==> src/rtl/core/jpp_pkg.sv <==
// Types, constants and microcode table of the joint position PID unit
package jpp_pkg;

  // channel words
  typedef struct packed {
    logic              command;
    logic signed [31:0] measured_angle;
    logic signed [31:0] target_position;
  } in_word_t;

  typedef struct packed {
    logic signed [15:0] drive;
    logic signed [31:0] position;
    logic signed [31:0] angle_change;
  } out_word_t;

  localparam logic CMD_TICK   = 1'b0;
  localparam logic CMD_TARGET = 1'b1;

  // register map, byte address = 4 * index
  localparam int CFG_AW = 5;
  typedef enum logic [2:0] {
    REG_PROP_GAIN,
    REG_INTEG_GAIN,
    REG_DERIV_GAIN,
    REG_SAMPLE_PERIOD,
    REG_LIMIT_START,
    REG_LIMIT_END,
    REG_INTEG_LIMIT,
    REG_DRIVE_LIMIT
  } reg_idx_t;

  localparam logic [15:0] RST_PROP_GAIN     = 16'd7680;
  localparam logic [15:0] RST_INTEG_GAIN    = 16'd256;
  localparam logic [15:0] RST_DERIV_GAIN    = 16'd0;
  localparam logic [16:0] RST_SAMPLE_PERIOD = 17'd6554;
  localparam logic [30:0] RST_INTEG_LIMIT   = 31'd6553600;
  localparam logic [14:0] RST_DRIVE_LIMIT   = 15'd100;

  // deadband / integral zone, 0.1 in Q16.16
  localparam logic signed [32:0] DEAD_POS = 33'sd6554;
  localparam logic signed [32:0] DEAD_NEG = -33'sd6554;

  localparam logic signed [51:0] ROUND_HALF = 52'sd32768;
  localparam logic signed [51:0] TRUNC_BIAS = 52'sd16777215;

  // sequencer
  typedef enum logic {
    SEQ_IDLE,
    SEQ_RUN
  } seq_state_t;

  typedef enum logic [2:0] {
    DP_NOP,
    DP_POS,
    DP_ERR,
    DP_INT,
    DP_TRUNC,
    DP_DRIVE,
    DP_FINISH
  } dp_op_t;

  typedef enum logic [2:0] {
    MUL_NONE,
    MUL_ERR_SP,
    MUL_P,
    MUL_I,
    MUL_D
  } mul_op_t;

  typedef enum logic [1:0] {
    ACC_HOLD,
    ACC_LOAD,
    ACC_ADD,
    ACC_SUB
  } acc_op_t;

  typedef logic [3:0] step_t;

  localparam step_t STEP_FINISH = 4'd9;

  typedef struct packed {
    dp_op_t  dp;
    mul_op_t mul;
    acc_op_t acc;
    logic    jmp_timeout;
    step_t   target;
  } uword_t;

  // microprogram for one tick; the multiplier result is used in the next step
  function automatic uword_t ucode_rom(input step_t pc);
    uword_t w;
    w = '{dp: DP_NOP, mul: MUL_NONE, acc: ACC_HOLD, jmp_timeout: 1'b0, target: STEP_FINISH};
    case (pc)
      4'd0: w.dp = DP_POS;
      4'd1: begin
        w.dp          = DP_ERR;
        w.jmp_timeout = 1'b1;
      end
      4'd2: w.mul = MUL_ERR_SP;
      4'd3: begin
        w.dp  = DP_INT;
        w.mul = MUL_P;
      end
      4'd4: begin
        w.acc = ACC_LOAD;
        w.mul = MUL_I;
      end
      4'd5: begin
        w.acc = ACC_ADD;
        w.mul = MUL_D;
      end
      4'd6: w.acc = ACC_SUB;
      4'd7: w.dp  = DP_TRUNC;
      4'd8: w.dp  = DP_DRIVE;
      4'd9: w.dp  = DP_FINISH;
      default: w.dp = DP_FINISH;
    endcase
    return w;
  endfunction

  function automatic logic signed [31:0] sat32(input logic signed [32:0] v);
    logic signed [31:0] r;
    if (v[32] != v[31]) begin
      r = v[32] ? 32'sh8000_0000 : 32'sh7FFF_FFFF;
    end else begin
      r = v[31:0];
    end
    return r;
  endfunction

endpackage

==> src/rtl/core/joint_position_pid_unit.sv <==
// Top level of the joint position PID unit: microcoded Q16.16 PID controller
//
// Input channel (in_valid / in_stall / in_data): each word is either a target
// (command = 1), which stores the setpoint and restarts the timeout count and
// gives no result, or a control tick (command = 0) carrying the measured joint
// angle, which gives exactly one result word.
// Result channel (out_valid / out_stall / out_data): drive, limit-referenced
// position and saturated angle change, held in an output register.
// A tick runs a 10-step microprogram over one shared 34x18 multiplier and a
// 52-bit accumulator; the next word is taken only after the tick's result has
// been written to the output register. Once TIMEOUT_LEN ticks have passed since
// the last target the PID steps are skipped.
// in_stall is high while a tick is in the sequencer. If out_stall holds the
// previous result, the final step waits until the output register frees up.
// Configuration is to be written over the APB port only while the block is
// idle, which the block does not enforce. Reset (rst_n low, synchronous) restores
// the register defaults, clears all controller state and the output valid.
module joint_position_pid_unit #(
  parameter int TIMEOUT_LEN = 4
) (
  input  logic                        clk,
  input  logic                        rst_n,
  input  logic                        in_valid,
  output logic                        in_stall,
  input  jpp_pkg::in_word_t           in_data,
  output logic                        out_valid,
  input  logic                        out_stall,
  output jpp_pkg::out_word_t          out_data,
  input  logic                        psel,
  input  logic                        penable,
  input  logic                        pwrite,
  input  logic [jpp_pkg::CFG_AW-1:0]  paddr,
  input  logic [31:0]                 pwdata,
  output logic [31:0]                 prdata,
  output logic                        pready
);
  import jpp_pkg::*;

  localparam int TW = $clog2(TIMEOUT_LEN + 1);
  typedef logic [TW-1:0] tick_cnt_t;
  localparam tick_cnt_t TICK_MAX = TW'(TIMEOUT_LEN);

  // ---------------- configuration registers ----------------
  logic        [15:0] prop_gain_r, integ_gain_r, deriv_gain_r;
  logic        [16:0] sample_period_r;
  logic signed [31:0] limit_start_r, limit_end_r;
  logic        [30:0] integ_limit_r;
  logic        [14:0] drive_limit_r;

  logic     cfg_wr;
  reg_idx_t cfg_idx;

  assign pready  = 1'b1;
  assign cfg_wr  = psel & penable & pwrite & pready;
  assign cfg_idx = reg_idx_t'(paddr[CFG_AW-1:2]);

  always_ff @(posedge clk) begin
    if (!rst_n) begin
      prop_gain_r     <= RST_PROP_GAIN;
      integ_gain_r    <= RST_INTEG_GAIN;
      deriv_gain_r    <= RST_DERIV_GAIN;
      sample_period_r <= RST_SAMPLE_PERIOD;
      limit_start_r   <= '0;
      limit_end_r     <= '0;
      integ_limit_r   <= RST_INTEG_LIMIT;
      drive_limit_r   <= RST_DRIVE_LIMIT;
    end else if (cfg_wr) begin
      case (cfg_idx)
        REG_PROP_GAIN:     prop_gain_r     <= pwdata[15:0];
        REG_INTEG_GAIN:    integ_gain_r    <= pwdata[15:0];
        REG_DERIV_GAIN:    deriv_gain_r    <= pwdata[15:0];
        REG_SAMPLE_PERIOD: sample_period_r <= pwdata[16:0];
        REG_LIMIT_START:   limit_start_r   <= pwdata;
        REG_LIMIT_END:     limit_end_r     <= pwdata;
        REG_INTEG_LIMIT:   integ_limit_r   <= pwdata[30:0];
        REG_DRIVE_LIMIT:   drive_limit_r   <= pwdata[14:0];
        default: ;
      endcase
    end
  end

  always_comb begin
    case (cfg_idx)
      REG_PROP_GAIN:     prdata = {16'b0, prop_gain_r};
      REG_INTEG_GAIN:    prdata = {16'b0, integ_gain_r};
      REG_DERIV_GAIN:    prdata = {16'b0, deriv_gain_r};
      REG_SAMPLE_PERIOD: prdata = {15'b0, sample_period_r};
      REG_LIMIT_START:   prdata = limit_start_r;
      REG_LIMIT_END:     prdata = limit_end_r;
      REG_INTEG_LIMIT:   prdata = {1'b0, integ_limit_r};
      REG_DRIVE_LIMIT:   prdata = {17'b0, drive_limit_r};
      default:           prdata = '0;
    endcase
  end

  // ---------------- controller state (model state, reset to zero) ----------------
  seq_state_t         state_r, state_nxt;
  step_t              pc_r, pc_nxt;
  logic               out_valid_r, out_valid_nxt;
  logic signed [31:0] setpoint_r, setpoint_nxt;
  logic signed [31:0] integ_r, integ_nxt;
  logic signed [31:0] prev_err_r, prev_err_nxt;
  logic signed [31:0] prev_angle_r, prev_angle_nxt;
  tick_cnt_t          ticks_r, ticks_nxt;
  logic signed [15:0] last_drive_r, last_drive_nxt;

  // ---------------- datapath temporaries ----------------
  logic signed [31:0] angle_r, angle_nxt;
  logic signed [31:0] pos_r, pos_nxt;
  logic signed [32:0] change_r, change_nxt;   // exact, for the direction gate
  logic signed [31:0] err_r, err_nxt;
  logic               clr_int_r, clr_int_nxt;
  logic signed [32:0] derr_r, derr_nxt;
  logic signed [51:0] prod_r, prod_nxt;
  logic signed [51:0] acc_r, acc_nxt;
  logic signed [27:0] q_r, q_nxt;             // accumulator >> 24, toward zero
  out_word_t          out_data_r, out_data_nxt;

  uword_t uw;
  assign uw = ucode_rom(pc_r);

  assign in_stall  = (state_r == SEQ_RUN);
  assign out_valid = out_valid_r;
  assign out_data  = out_data_r;

  // equal limits count as start above end
  logic end_above;
  assign end_above = limit_end_r > limit_start_r;

  logic timed_out;
  assign timed_out = ticks_r >= TICK_MAX;

  // ---------------- shared multiplier ----------------
  logic signed [33:0] mul_a;
  logic signed [17:0] mul_b;

  always_comb begin
    case (uw.mul)
      MUL_ERR_SP: begin
        mul_a = 34'(err_r);
        mul_b = $signed({1'b0, sample_period_r});
      end
      MUL_P: begin
        mul_a = 34'(err_r);
        mul_b = $signed({2'b0, prop_gain_r});
      end
      MUL_I: begin
        mul_a = 34'(integ_r);
        mul_b = $signed({2'b0, integ_gain_r});
      end
      MUL_D: begin
        mul_a = 34'(derr_r);
        mul_b = $signed({2'b0, deriv_gain_r});
      end
      default: begin
        mul_a = '0;
        mul_b = '0;
      end
    endcase
  end

  assign prod_nxt = mul_a * mul_b;

  always_comb begin
    case (uw.acc)
      ACC_LOAD: acc_nxt = prod_r;
      ACC_ADD:  acc_nxt = acc_r + prod_r;
      ACC_SUB:  acc_nxt = acc_r - prod_r;
      default:  acc_nxt = acc_r;
    endcase
  end

  // ---------------- step arithmetic ----------------
  logic signed [32:0] pos_diff, raw_err;
  logic               dead_lt, dead_le;
  logic signed [51:0] prod_rnd;
  logic signed [34:0] int_step, int_sum, ilim;
  logic signed [27:0] dlim, dclamp;
  logic               gate_off;
  tick_cnt_t          ticks_inc;

  always_comb begin
    pos_diff = end_above ? (33'(limit_start_r) - 33'(angle_r))
                         : (33'(angle_r) - 33'(limit_start_r));

    raw_err = 33'(setpoint_r) - 33'(pos_r);
    dead_lt = (raw_err > DEAD_NEG) && (raw_err < DEAD_POS);
    dead_le = (raw_err >= DEAD_NEG) && (raw_err <= DEAD_POS);

    // round half up, then clamp to +-integ_limit
    prod_rnd = prod_r + ROUND_HALF;
    int_step = 35'(prod_rnd >>> 16);
    int_sum  = 35'(integ_r) + int_step;
    ilim     = $signed({4'b0, integ_limit_r});

    dlim   = $signed({13'b0, drive_limit_r});
    if (q_r > dlim) begin
      dclamp = dlim;
    end else if (q_r < -dlim) begin
      dclamp = -dlim;
    end else begin
      dclamp = q_r;
    end
    gate_off  = end_above ? (change_r > 33'sd0) : (change_r <= 33'sd0);
    ticks_inc = ticks_r + 1'b1;
  end

  // ---------------- sequencer ----------------
  always_comb begin
    state_nxt      = state_r;
    pc_nxt         = pc_r;
    out_valid_nxt  = out_valid_r && out_stall;
    setpoint_nxt   = setpoint_r;
    integ_nxt      = integ_r;
    prev_err_nxt   = prev_err_r;
    prev_angle_nxt = prev_angle_r;
    ticks_nxt      = ticks_r;
    last_drive_nxt = last_drive_r;
    angle_nxt      = angle_r;
    pos_nxt        = pos_r;
    change_nxt     = change_r;
    err_nxt        = err_r;
    clr_int_nxt    = clr_int_r;
    derr_nxt       = derr_r;
    q_nxt          = q_r;
    out_data_nxt   = out_data_r;

    case (state_r)
      SEQ_IDLE: begin
        if (in_valid) begin
          if (in_data.command == CMD_TARGET) begin
            setpoint_nxt = in_data.target_position;
            ticks_nxt    = '0;
          end else begin
            angle_nxt = in_data.measured_angle;
            pc_nxt    = '0;
            state_nxt = SEQ_RUN;
          end
        end
      end

      SEQ_RUN: begin
        case (uw.dp)
          DP_POS: begin
            pos_nxt    = sat32(pos_diff);
            change_nxt = 33'(angle_r) - 33'(prev_angle_r);
          end
          DP_ERR: begin
            err_nxt     = dead_lt ? 32'sd0 : sat32(raw_err);
            clr_int_nxt = dead_le;
          end
          DP_INT: begin
            derr_nxt = 33'(err_r) - 33'(prev_err_r);
            if (clr_int_r) begin
              integ_nxt = '0;
            end else if (int_sum > ilim) begin
              integ_nxt = 32'(ilim);
            end else if (int_sum < -ilim) begin
              integ_nxt = 32'(-ilim);
            end else begin
              integ_nxt = 32'(int_sum);
            end
          end
          DP_TRUNC: begin
            if (acc_r[51]) begin
              q_nxt = 28'((acc_r + TRUNC_BIAS) >>> 24);
            end else begin
              q_nxt = 28'(acc_r >>> 24);
            end
          end
          DP_DRIVE: begin
            prev_err_nxt = err_r;
            ticks_nxt    = ticks_inc;
            // zero when moving toward the end limit or on the timeout tick
            if (gate_off || (ticks_inc == TICK_MAX)) begin
              last_drive_nxt = '0;
            end else begin
              last_drive_nxt = 16'(dclamp);
            end
          end
          DP_FINISH: begin
            if (!out_valid_r || !out_stall) begin
              out_valid_nxt             = 1'b1;
              out_data_nxt.drive        = last_drive_r;
              out_data_nxt.position     = pos_r;
              out_data_nxt.angle_change = sat32(change_r);
              prev_angle_nxt            = angle_r;
              state_nxt                 = SEQ_IDLE;
            end
          end
          default: ;
        endcase

        if (uw.dp != DP_FINISH) begin
          if (uw.jmp_timeout && timed_out) begin
            pc_nxt = uw.target;
          end else begin
            pc_nxt = pc_r + 1'b1;
          end
        end
      end

      default: state_nxt = SEQ_IDLE;
    endcase
  end

  always_ff @(posedge clk) begin
    if (!rst_n) begin
      state_r      <= SEQ_IDLE;
      pc_r         <= '0;
      out_valid_r  <= 1'b0;
      setpoint_r   <= '0;
      integ_r      <= '0;
      prev_err_r   <= '0;
      prev_angle_r <= '0;
      ticks_r      <= '0;
      last_drive_r <= '0;
    end else begin
      state_r      <= state_nxt;
      pc_r         <= pc_nxt;
      out_valid_r  <= out_valid_nxt;
      setpoint_r   <= setpoint_nxt;
      integ_r      <= integ_nxt;
      prev_err_r   <= prev_err_nxt;
      prev_angle_r <= prev_angle_nxt;
      ticks_r      <= ticks_nxt;
      last_drive_r <= last_drive_nxt;
    end
  end

  always_ff @(posedge clk) begin
    angle_r    <= angle_nxt;
    pos_r      <= pos_nxt;
    change_r   <= change_nxt;
    err_r      <= err_nxt;
    clr_int_r  <= clr_int_nxt;
    derr_r     <= derr_nxt;
    prod_r     <= prod_nxt;
    acc_r      <= acc_nxt;
    q_r        <= q_nxt;
    out_data_r <= out_data_nxt;
  end

endmodule

==> config.mk <==
export PLATFORM = sky130hd
export DESIGN_NAME = joint_position_pid_unit
export DESIGN_NICKNAME = d
export VERILOG_FILES = /design/src/rtl/core/jpp_pkg.sv /design/src/rtl/core/joint_position_pid_unit.sv
export SDC_FILE = /design/constraint.sdc
export NUM_CORES = 2
export LEC_CHECK = 0
export CAP_MARGIN = 20
export CORE_UTILIZATION = 45
export CTS_CLUSTER_SIZE = 12
export DETAILED_ROUTE_END_ITERATION = 16
export DONT_BUFFER_PORTS = 1
export PLACE_DENSITY = 0.64
export SYNTH_ARGS = -nofsm -noshare
export SYNTH_HDL_FRONTEND = slang
export SYNTH_SLANG_ARGS = --single-unit
==> constraint.sdc <==
create_clock -name clk -period 11.1 [get_ports clk]
set_input_delay 0.555 -clock clk [delete_from_list [all_inputs] [get_ports clk]]
set_output_delay 0.555 -clock clk [all_outputs]
set_load 0.01 [all_outputs]
-- Word level (Yosys, flattened, before mapping)
Index checks and enable logic that the tools add are counted.
- register bits after elaboration: 703
- input port bits: 109
- output and inout port bits: 115
- logic and storage cells: 170
- $add $sub $neg: 14
- multiply operators: 1
- magnitude comparators: 12
- equality and inequality tests: 38
- muxes and demuxes: 40
- bitwise logic cells: 4
- reductions and logical operators: 31
- operators with widths (cell ; number):
    two-way mux 32 bit ; 9
    one-hot mux 32 bit (8 select lines) ; 1
    subtractor 32 x 32 -> 33 bit ; 5
    one-hot mux 52 bit (3 select lines) ; 1
    one-hot mux 34 bit (3 select lines) ; 1
    one-hot mux 17 bit (4 select lines) ; 1
    adder 52 x 25 -> 52 bit (second input constant) ; 1
    adder 52 bit ; 1
    multiplier 34 x 18 -> 52 bit ; 1
    subtractor 52 bit ; 1
    adder 51 x 17 -> 51 bit (second input constant) ; 1
    two-way mux 16 bit ; 3
    adder 32 x 35 -> 35 bit ; 1
    greater-than comparator 35 x 32 -> 1 bit ; 1
    < comparator 35 bit ; 1
    negator 31 -> 35 bit ; 1
    greater-or-equal comparator 33 x 14 -> 1 bit (second input constant) ; 1
    greater-than comparator 33 x 1 -> 1 bit (second input constant) ; 1
    greater-than comparator 33 x 14 -> 1 bit (second input constant) ; 1
    <= comparator 33 x 1 -> 1 bit (second input constant) ; 1
    <= comparator 33 x 14 -> 1 bit (second input constant) ; 1
    < comparator 33 x 14 -> 1 bit (second input constant) ; 1
    two-way mux 33 bit ; 1
    greater-than comparator 32 bit ; 1
    other kinds (41) ; 102

-- Longest topological paths before layout
- word-level depth: 6
- depth in mapped cells: 36
- depth with buffers taken out: 32

-- Worst setup path before layout
OpenSTA, ideal clock, no wires.
- path type: reg-to-reg
- start point: register pc_r[0]
- end point: register prod_r[48]
- library setup time: 0.072 ns
- arrival time: 8.282 ns
- required time: 11.028 ns
- setup slack: 2.746 ns
- stages on the path, launching flop included: 34
- clock period less this slack: 8.354 ns
- cell sequence: dfxtp_1 inv_1 ha_1 nor4b_1 or2_2 clkbuf_1 clkbuf_1 a22oi_1 and2_1 clkbuf_1 nor2_1 fa_1 inv_1 fa_1 fa_1 inv_1 fa_1 fa_1 inv_1 fa_1 inv_1 ha_1 a21oi_1 a21oi_1 a211oi_1 nor4_1 o21ai_0 a21oi_1 a21o_1 a41oi_1 o31ai_1 a21o_1 a21oi_1 xnor2_1
- cells in the longest elaborated chain, start to end: 6
- ends and longest elaborated chain (element ; line ; text):
    from (decl) ; joint_position_pid_unit.sv:98 ; step_t pc_r, pc_nxt;
    from (signal assigned) ; joint_position_pid_unit.sv:320 ; pc_r <= pc_nxt;
    == test 4 x 3 -> 1 bit or == test 4 x 2 -> 1 bit (tied branches) ; jpp_pkg.sv:94 ; case (pc)
    one-hot mux 3 bit (4 select lines) * ; jpp_pkg.sv:94 ;
    == test 3 x 2 -> 1 bit or == test 3 x 1 -> 1 bit (tied branches) ; joint_position_pid_unit.sv:138 ; case (uw.mul)
    OR reduction 2 bit (no line) ; -- ;
    one-hot mux 34 bit (3 select lines) ; joint_position_pid_unit.sv:138 ;
    multiplier 34 x 18 -> 52 bit * ; joint_position_pid_unit.sv:162 ; assign prod_nxt = mul_a * mul_b;
    named net prod_nxt[48] ; joint_position_pid_unit.sv:114 ; logic signed [51:0] prod_r, prod_nxt;
    to (signal assigned) ; joint_position_pid_unit.sv:338 ; prod_r <= prod_nxt;
    to (decl) ; joint_position_pid_unit.sv:114 ;
Mark *: on every way through the listed nets, which the timed path passes. The rest lies on a longest branch.
A chain may end at the register's enable or synchronous reset.

-- Worst setup path in the final report
- start point: register pc_r[0]
- end point: register prod_r[50]
The elaborated chain is that of the path after synthesis.

==> impl_metrics.py <==
metrics = {
    "layout": {
        "layout_commonest_cell": "nand2_1",
        "fin_nets": 8833,
        "layout_common_cells": "nand2_1, inv_1, fa_1, nor2_1, ha_1",
        "final_util_pct": 49.13,
        "syn_to_final_growth_pct": 8.152,
        "layout-drive-gt1-share_pct": 4.015,
        "fillers": 13884,
    },
    "place": {
        "globalplace.congestion": 0.9877,
        "place_hpwl_um": 172400,
        "dpl_worst_slack_ns": 1.150,
        "port_buffers": 0,
    },
    "setup_path": {
        "path_common_cell": "fa_1",
        "worstSetupStartpointType": "flip-flop",
        "critPathKind": "flip-flop to flip-flop",
        "required_ns": 11.69,
        "max_stage_delay_ns": 0.92,
        "crit_slowest_cell": "nor4b_2",
        "crit_path_max_fanout": 32,
        "endpoint_kind": "flip-flop",
        "arrival_ns": 10.79,
    },
    "die": {
        "rows": 140,
        "io-pin-count": 224,
        "die-area_um2": 148800,
        "coreArea_um2": 145900,
        "fp.dieH_um": 385.8,
        "start_util_pct": 45.43,
        "die_x_um": 385.8,
    },
    "yosys": {
        "synth-edff-count": 323,
        "synth_ff_type": "dfxtp_1",
        "synth_top_area_share_pct": 16.52,
        "synth_nets": 8946,
        "ys_seq_elements": 703,
        "asyncSetResetFlopFracSynth_pct": 0,
        "yosys_warnings": 0,
        "avgSynthCellArea_um2": 8.531,
        "netlist_instances": 7770,
        "yosysTopAreaCell": "fa_1",
        "seq_area_frac_synth_pct": 26.11,
        "yosysUniqueCellTypes": 100,
        "syn-cell-area_um2": 66290,
        "yosys-top-cells-area": "fa_1, edfxtp_1, dfxtp_1",
    },
    "power": {
        "combPwrFrac_pct": 14.8,
        "pwr-share-clk_pct": 42.5,
        "leakage_nw": 30.54,
        "cellInternalPower_mw": 4.761,
        "p_seq_share_pct": 42.7,
        "swShare_pct": 28.25,
        "vdd_drop_max_v": 0.0001148,
        "power_density_nw_per_um2": 92.57,
        "p_switching_mw": 1.875,
    },
    "clocking": {
        "cts-root-buf": "clkbuf_16",
        "path_clk_slew_ns": 0.06,
        "cts_max_path_buffers": 3,
        "cts_tree": "yes",
        "cts_buffers": 82,
        "insertion_delay_ns": 0.71,
        "clock_sink_count": 703,
        "h-tree-depth": 3,
    },
    "global_route": {
        "grt_pass1_vias": 53856,
        "grt_antenna_before_repair": 18,
        "track_usage_pct": 29.20,
        "grt_first_pass_wirelength_um": 330600,
        "gr-total-overflow": 0,
        "grt_max_degree": 293,
    },
    "timing": {
        "fin_ws_ns": 0.9032,
        "tns_ns": 0,
        "rsz0062_at_grt": "false",
        "period_share_pct": 91.86,
        "fin_crit_ns": 10.20,
        "fmax_ghz": 0.09807,
        "hold_violations": 0,
        "maxSlewHeadroom_pct": 25.01,
        "tightest_slew_ns": 1.124,
        "drv_slew": 0,
        "setup_viol": 0,
        "fin_skew_ns": 0.04025,
    },
    "routing": {
        "first_pass_iters": 7,
        "ant_nets": 0,
        "wirelength_um": 218600,
        "wl_per_cell_um": 22.65,
        "drc_errors": 0,
        "num_vias": 55617,
        "viasPerCell": 5.763,
        "drt_iter0_drc": 5153,
    },
    "outcome": {
        "status": "completed",
    },
    "run": {
        "cap_viol_max_count": 0,
    },
    "hold_path": {
        "hp-class": "input port to flip-flop",
    },
}
[final timing paths]
path / from / endpoint / slack (ns) / depth (start not counted)
max: pc_r[0] / prod_r[50] / 0.90 / 31
min: pwdata[30] / limit_start_r[30] / 0.03 / 2
max reg2reg: pc_r[0] / prod_r[50] / 0.90 / 31
min reg2reg: last_drive_r[4] / out_data[68] / 0.44 / 0
[kinds of logic after synthesis]
kind of cell             synth area share [%]
AND/OR/NAND/NOR                         17.21
AO/OA/AOI/OAI                           16.57
buffers and inverters                   7.669
adder cells (fa/ha/maj)                 26.33
flip-flops                              26.11
XOR/XNOR                                4.981
multiplexers                            1.129
other                                0.005657
[power by group through the flow]
stage	clock network [mW]	logic, mW	registers [mW]
3_3_place_gp	0	0.906	2.89
5_1_grt	2.94	1.06	2.83
6_report	2.82	0.982	2.83
3_5_place_dp	0	0.916	2.89
2_1_floorplan	0	0.702	2.86
4_1_cts	2.85	0.964	2.83
[area by class of cell]
type                       count  area [µm²]  area share, %
antenna                       13       32.53        0.04538
clock buffer                 119        2385          3.326
clock inverter                29       374.1         0.5218
inverter                     966        3628          5.061
multi-input combinational   5731       44020          61.41
sequential                   703       17310          24.14
tap                         1917        2399          3.346
timing repair buffer         173        1544          2.154
[per-layer routing]
metal | share of wire (%) | vias to the layer above | GRT usage (%)
met5 | 0.0050 | - | 0
met4 | 4.2 | 2 | 10.87
met3 | 8.5 | 416 | 5.243
met2 | 45 | 2207 | 46.82
met1 | 42 | 27239 | 39.16
li1 | - | 25753 | -
[flip-flops by register name, indices dropped and copies added, names as in the netlist, 16 cells and up]
signal	flops
acc_r	52
prod_r	52
sample_period_r	17
integ_limit_r	31
out_data	80
prop_gain_r	16
limit_start_r	32
setpoint_r	32
err_r	32
integ_r	32
integ_gain_r	16
prev_angle_r	32
derr_r	33
angle_r	32
deriv_gain_r	16
change_r	33
last_drive_r	16
limit_end_r	32
prev_err_r	32
pos_r	32
q_r	28
[cell usage after synthesis (50+ instances only)]
| cell | instances |
|---|---|
| nand2_1 | 1261 |
| a21o_1 | 178 |
| nor3_1 | 107 |
| fa_1 | 547 |
| nand4_1 | 71 |
| nand3_1 | 121 |
| nor2_1 | 548 |
| o21a_1 | 62 |
| a21oi_1 | 401 |
| o21ai_0 | 266 |
| xnor2_1 | 254 |
| nand2b_1 | 58 |
| ha_1 | 520 |
| a21boi_0 | 273 |
| inv_1 | 963 |
| edfxtp_1 | 323 |
| and2_1 | 90 |
| dfxtp_1 | 380 |
| xor2_1 | 123 |
| nor4_1 | 51 |
| nor2b_1 | 90 |
| mux2i_1 | 50 |
| clkbuf_1 | 330 |
[critical path: cells and delay by family, from the launching register on]
kind / cells / cell delay, ns
AOI/OAI and AO/OA: 10 / 2.49
and+or+nand+nor: 6 / 2.88
xor gates and xnor gates: 1 / 0.13
buffers and inverters: 6 / 0.51
adders and majority gates: 8 / 3.61
DFF: 1 / 0.43
[repair_timing]
action                                 in CTS  in global routing
setup buffers                               0                  0
hold buffers                               90                  0
endpoints found under the hold margin     229                  0
resized for setup                           0                  0
[stage by stage]
| stage | hold WS [ns] | power (mW) | std cells | cell area (µm²) |
|---|---|---|---|---|
| after global routing | 0.0009624 | 6.835 | 9645 | 71680 |
| after detailed placement | 0.4256 | 3.803 | 9400 | 68000 |
| after global placement | 0.4200 | 3.793 | 9399 | 67970 |
| after floorplan | 0.4081 | 3.559 | 7770 | 66290 |
| final | 0.03321 | 6.636 | 9651 | 71690 |
| after CTS | 0.0006877 | 6.643 | 9638 | 71660 |
No activity file was read; power rests on OpenSTA's default activity.
